File: src/rtl/frc_pkg.sv
// ----------------------------------------------------------------------------
// frc_pkg
// Shared types and constants for the frame rotate / flip / crop unit.
// ----------------------------------------------------------------------------
package frc_pkg;

    localparam int CFG_W          = 9;      // width of geometry registers
    localparam int IDX_W          = 2 * CFG_W;
    localparam int PIX_W          = 32;     // packed r,g,b,a beat payload
    localparam int DEF_MAX_DIM    = 256;
    localparam int DEF_PIXEL_BITS = 32;

    localparam logic [2:0]       RST_MODE   = 3'd0;
    localparam logic [CFG_W-1:0] RST_WIDTH  = 9'd256;
    localparam logic [CFG_W-1:0] RST_HEIGHT = 9'd256;
    localparam logic [CFG_W-1:0] RST_XA     = 9'd0;
    localparam logic [CFG_W-1:0] RST_YA     = 9'd0;
    localparam logic [CFG_W-1:0] RST_XB     = 9'd256;
    localparam logic [CFG_W-1:0] RST_YB     = 9'd256;

    typedef enum logic [2:0] {
        CFG_MODE   = 3'd0,
        CFG_WIDTH  = 3'd1,
        CFG_HEIGHT = 3'd2,
        CFG_XA     = 3'd3,
        CFG_YA     = 3'd4,
        CFG_XB     = 3'd5,
        CFG_YB     = 3'd6
    } t_cfg_idx;

    typedef enum logic [2:0] {
        MODE_CROP    = 3'd0,
        MODE_ROT_CCW = 3'd1,
        MODE_ROT_CW  = 3'd2,
        MODE_FLIP_TB = 3'd3,
        MODE_FLIP_LR = 3'd4
    } t_mode;

    typedef enum logic [1:0] {
        ST_IDLE,
        ST_ADDR,
        ST_OUT
    } t_state;

    typedef struct packed {
        logic             kind;
        logic [PIX_W-1:0] pixel_in;
    } t_in_item;

    typedef struct packed {
        logic [PIX_W-1:0] pixel_out;
        logic             last_pixel;
        logic             error;
    } t_out_item;

    typedef struct packed {
        logic [2:0]       mode;
        logic [CFG_W-1:0] width;
        logic [CFG_W-1:0] height;
        logic [CFG_W-1:0] xa;
        logic [CFG_W-1:0] ya;
        logic [CFG_W-1:0] xb;
        logic [CFG_W-1:0] yb;
    } t_cfg;

    // Geometry decision for the current fetch position.
    typedef struct packed {
        logic [CFG_W-1:0] sr;       // source row
        logic [CFG_W-1:0] sc;       // source column
        logic             err;
        logic             last;
        logic [CFG_W-1:0] nxt_row;
        logic [CFG_W-1:0] nxt_col;
        logic             room;     // frame store still takes loads
    } t_geom;

endpackage

File: src/rtl/frc_geom.sv
// ----------------------------------------------------------------------------
// frc_geom
// Output geometry: saturates frame size, orders and clamps the crop window,
// maps the output position to a source position and steps the raster.
// ----------------------------------------------------------------------------
module frc_geom import frc_pkg::*; #(
    parameter int MAX_DIM = DEF_MAX_DIM,
    parameter int LCW     = 17
) (
    input  t_cfg             i_cfg,
    input  logic [LCW-1:0]   i_load_count,
    input  logic [CFG_W-1:0] i_row,
    input  logic [CFG_W-1:0] i_col,
    output logic [CFG_W-1:0] o_width,
    output t_geom            o_geom
);

    logic [CFG_W-1:0] w, h;
    logic [IDX_W-1:0] total;
    logic             loaded;
    logic [CFG_W-1:0] xa, xb, ya, yb, xlo, xhi, ylo, yhi;
    logic [CFG_W-1:0] ow, oh, sr, sc;
    logic             mode_ok;
    logic             err;

    // frame size saturated into 1..MAX_DIM
    always_comb begin
        w = i_cfg.width;
        if (i_cfg.width == '0) begin
            w = CFG_W'(1);
        end else if (32'(i_cfg.width) > MAX_DIM) begin
            w = CFG_W'(MAX_DIM);
        end
        h = i_cfg.height;
        if (i_cfg.height == '0) begin
            h = CFG_W'(1);
        end else if (32'(i_cfg.height) > MAX_DIM) begin
            h = CFG_W'(MAX_DIM);
        end
    end

    assign total  = IDX_W'(w) * IDX_W'(h);
    assign loaded = 32'(i_load_count) >= 32'(total);

    always_comb begin
        xa  = (i_cfg.xa > w) ? w : i_cfg.xa;
        xb  = (i_cfg.xb > w) ? w : i_cfg.xb;
        ya  = (i_cfg.ya > h) ? h : i_cfg.ya;
        yb  = (i_cfg.yb > h) ? h : i_cfg.yb;
        xlo = (xa < xb) ? xa : xb;
        xhi = (xa < xb) ? xb : xa;
        ylo = (ya < yb) ? ya : yb;
        yhi = (ya < yb) ? yb : ya;
    end

    always_comb begin
        mode_ok = 1'b1;
        ow      = w;
        oh      = h;
        sr      = i_row;
        sc      = i_col;
        case (i_cfg.mode)
            MODE_CROP: begin
                ow = xhi - xlo;
                oh = yhi - ylo;
                sr = ylo + i_row;
                sc = xlo + i_col;
            end
            MODE_ROT_CCW: begin
                ow = h;
                oh = w;
                sr = i_col;
                sc = w - CFG_W'(1) - i_row;
            end
            MODE_ROT_CW: begin
                ow = h;
                oh = w;
                sr = h - CFG_W'(1) - i_col;
                sc = i_row;
            end
            MODE_FLIP_TB: begin
                sr = h - CFG_W'(1) - i_row;
            end
            MODE_FLIP_LR: begin
                sc = w - CFG_W'(1) - i_col;
            end
            default: begin
                mode_ok = 1'b0;
            end
        endcase
    end

    assign err = !loaded || !mode_ok || (ow == '0) || (oh == '0)
               || (i_row >= oh) || (i_col >= ow);

    // raster step
    always_comb begin
        o_geom.sr      = sr;
        o_geom.sc      = sc;
        o_geom.err     = err;
        o_geom.room    = !loaded;
        o_geom.last    = 1'b0;
        o_geom.nxt_row = i_row;
        o_geom.nxt_col = i_col;
        if ({1'b0, i_col} + 10'd1 < {1'b0, ow}) begin
            o_geom.nxt_col = i_col + CFG_W'(1);
        end else if ({1'b0, i_row} + 10'd1 < {1'b0, oh}) begin
            o_geom.nxt_col = '0;
            o_geom.nxt_row = i_row + CFG_W'(1);
        end else begin
            o_geom.nxt_col = '0;
            o_geom.nxt_row = '0;
            o_geom.last    = !err;
        end
    end

    assign o_width = w;

endmodule

File: config.mk
export PLATFORM = sky130hd
export DESIGN_NAME = frc_geom
export DESIGN_NICKNAME = d
export VERILOG_FILES = /design/src/rtl/frc_pkg.sv /design/src/rtl/frc_geom.sv
export SDC_FILE = /design/constraint.sdc
export NUM_CORES = 1
export LEC_CHECK = 0
export BUFFER_PORTS_ARGS = -buffer_cell sky130_fd_sc_hd__buf_2
export CAP_MARGIN = 20
export CORE_MARGIN = 5
export CORE_UTILIZATION = 60
export DETAILED_ROUTE_END_ITERATION = 8
export GPL_TIMING_DRIVEN = 0
export MAX_ROUTING_LAYER = met4
export PLACE_DENSITY_LB_ADDON = 0.2
export SYNTH_ARGS = -nofsm -noshare
export SYNTH_HDL_FRONTEND = slang
export SYNTH_SLANG_ARGS = --single-unit
export TNS_END_PERCENT = 1
File: constraint.sdc
create_clock -name vclk -period 33.2
set_input_delay 6.64 -clock vclk [all_inputs]
set_output_delay 6.64 -clock vclk [all_outputs]
set_load 0.02 [all_outputs]
==> results <==
- The flow ran to the end, and the final reports show no timing, DRC or antenna violations.
- In this run the standard cell core region covers between 0.015 and 0.02 mm².
- The worst setup path is launched from a primary input.
- The number of remaining DRC errors is 0.
- The first routing iteration left ~860 violations.
- Dividing the detail-routed via count by the number of cells gives between 6 and 7.
- The count of inserted antenna diode cells is 0.
- In this run, post-CTS repair resized a total of 0 instances.
- The count of final hold-check violations is 0.
- In this run the mean area of a mapped cell was approximately 7.3 µm².
- The detailed-route via count is 10810.
- Setup repair after global routing left no endpoint under its margin.
- The number of setup buffers added after CTS is 0.
- The count of final max-slew check failures came to 0.
- The top cell type by area accounts for 22.90% of the synthesized area.
- From bottom edge to top edge, the die measures 139.1 µm.
- The register cell area after layout is 0 µm².
- The cell type with the largest total area after synthesis is ha_1.
- At the end of the flow, the number of nets in the layout was between 1500 and 2000.
- The pre-antenna-repair detailed-routing pass consisted of 6 iterations.
- The setup slack at placement is approximately 11 ns.
- The area of the die is between 0.015 and 0.02 mm².
- The synthesized netlist net count is approximately 1700.
- The slew of the pin with the lowest slew margin is ~1.2 ns.
- Counting every instance in the synthesized netlist gives about 1400.
- The slowest library cell on the worst path is a221oi_1.
- The worst hold-check path type is in2out.
- The count of nets left with antenna violations once routing finished came out at 0.
- The number of filler instances in the final layout is 1489.
- The standard-cell row count is 47.
- Wires add up to roughly 33 mm.
- The number of antenna violations at the first check in global routing is 0.
- The count of input and output buffers is 138.
- The number of sequential cells is 0.
- For this run, the slowest stage of the critical path takes approximately 0.73 ns.
- The critical path class is in2out.
- The ratio of cells with drive above 1 in the final layout is between 10% and 20%.
- The width of the chip is around 140 µm.
- The largest fanout of any net on the critical path is 10.
- Cells fill between 60 and 70% of the core in the end.
- Timing would allow up to 0.04420 GHz.
- Ranked by total cell area, the synthesized netlist is headed by ha_1 23%, fa_1 11%, a21oi_1 5.7%.
- The kind of capture point of the worst setup path is an output port.
- The first global-routing pass estimated approximately 53 mm of wire.
- The tool flagged a number of max-cap violations equal to 0.
- In the finished layout, the clock tree contains a buffer count of 0.
- After routing, the total negative slack on setup checks comes to 0 ns.
- Across the VDD grid, the largest voltage drop is just over 0.02 mV.
- Compared with the post-synthesis result, the final layout area differs by 9.659%.
- STA puts the critical path data arrival time at about 16 ns.
- The mapped cell area is 0.01000 mm².
- In this run the static leakage power is 5.334 nW.
- Hold repair after CTS inserted 0 buffers.
- Subtracting the final worst setup slack from the clock period gives between 20 and 25 ns.
- During I/O placement, the number of pins put on the boundary was 140.
- Once the floorplan was initialized, standard cells occupied 60.74% of the core.
- The remaining max-slew budget at the tightest pin is between 10% and 20%.
- The total routing usage reported by global routing is about a third.
- The ratio of total power to cell area is roughly 32 mW/mm².
- The final number of setup-violating endpoints is 0.
- The final critical path takes up around 70% of the cycle.
- Entering global routing, the biggest net connects 13 pins.
- The number of warnings issued by yosys is 0.
- After detailed routing, the average wire length per cell comes to 19.03 µm.
- The congestion estimate from routability-driven global placement came to 1.010.
- The required time reported for the critical path endpoint is around 27 ns.
- Detailed placement ended at an HPWL of approximately 28 mm.
- The via count of the first global-routing pass is approximately 10000.
- Across all setup checks in the final design, the least slack found is approximately 11 ns.
- The number of unique standard cell types used by synthesis is 90.
- The sequential-to-total area share from yosys stat is 0%.
- The total grt overflow is 0.
[synthesized netlist by cell type (all sizes together), types with 22 or more instances]
cell type / instances
fa: 54
inv: 139
o21a: 28
nand2: 120
ha: 183
xnor2: 47
clkbuf: 49
a21o: 29
xor2: 25
mux2i: 22
nand3: 26
nor2: 104
o21ai: 69
a21oi: 117
[kinds of logic after synthesis]
kind of cell / count (synthesis) / synth area share [%]
AND/OR/NAND/NOR: 404 / 20.08
AO/OA/AOI/OAI: 412 / 28.40
adder cells (fa/ha/maj): 242 / 34.21
XOR/XNOR: 72 / 6.305
buffers and inverters: 204 / 7.782
multiplexers: 29 / 3.228
[through the flow]
step           power (W)  instances  hold WS, ns  instance area, µm²
2_1_floorplan  0.0002555       1363        13.46               10000
3_3_place_gp   0.0003391       1721        13.72               10970
3_5_place_dp   0.0003461       1721        13.73               10970
4_1_cts        0.0003481       1721        13.73               10970
5_1_grt        0.0003900       1721        13.75               10970
6_report       0.0003517       1721        13.74               10970
[worst max-delay path: cells and delay by family]
family / cells / cell delay [ns]
AO/OA/AOI/OAI: 16 / 3.95
buffers and inverters: 6 / 1.81
adder cells (fa/ha/maj): 4 / 1.34
multiplexers: 1 / 0.44
AND/OR/NAND/NOR: 8 / 1.78
[cell type report]
class	count	area, µm²	share of cell area, %
multi-input cells	1159	9223	84.10
repair buffers	138	690.7	6.298
inverters	144	540.5	4.929
well taps	220	275.3	2.510
plain buffers	60	237.7	2.168
[worst paths after layout]
kind                      start    endpoint  slack [ns]  cells past startpoint
worst max-delay path  i_cfg[53]  o_geom[10]       10.58                     35
worst min-delay path   i_row[0]  o_geom[10]       13.74                      4
[where the power goes]
part	switching, W	leakage, nW	internal, W
Clock	0	0	0
Sequential	0	0	0
Combinational	0.000211	5.33	0.000140
Total	0.000211	5.33	0.000140
[placed cells by master (no fill, tap or decap), types with 18 or more instances in the layout]
cell | netlist | layout
a21oi_1 | 114 | 114
fa_1 | 54 | 54
xor2_1 | 25 | 25
a211oi_1 | 18 | 18
nor2_1 | 103 | 103
inv_1 | 136 | 136
o21ai_0 | 61 | 61
nand2_1 | 120 | 120
nor2b_1 | 21 | 21
and2_1 | 20 | 20
nand3_1 | 26 | 26
xnor2_1 | 47 | 47
buf_2 | 4 | 142
a21o_1 | 29 | 29
ha_1 | 183 | 183
mux2i_1 | 20 | 20
clkbuf_1 | 49 | 49
nor3_1 | 20 | 20
o21a_1 | 27 | 27
[per-layer routing]
metal	vias up	GRT usage (%)	wire length, µm
met5	-	-	0
met4	0	12.56	1584
met3	123	4.138	2601
met2	474	55.92	15230
met1	5002	42.06	13330
li1	5206	-	-
(Power assumes the default switching activity.)
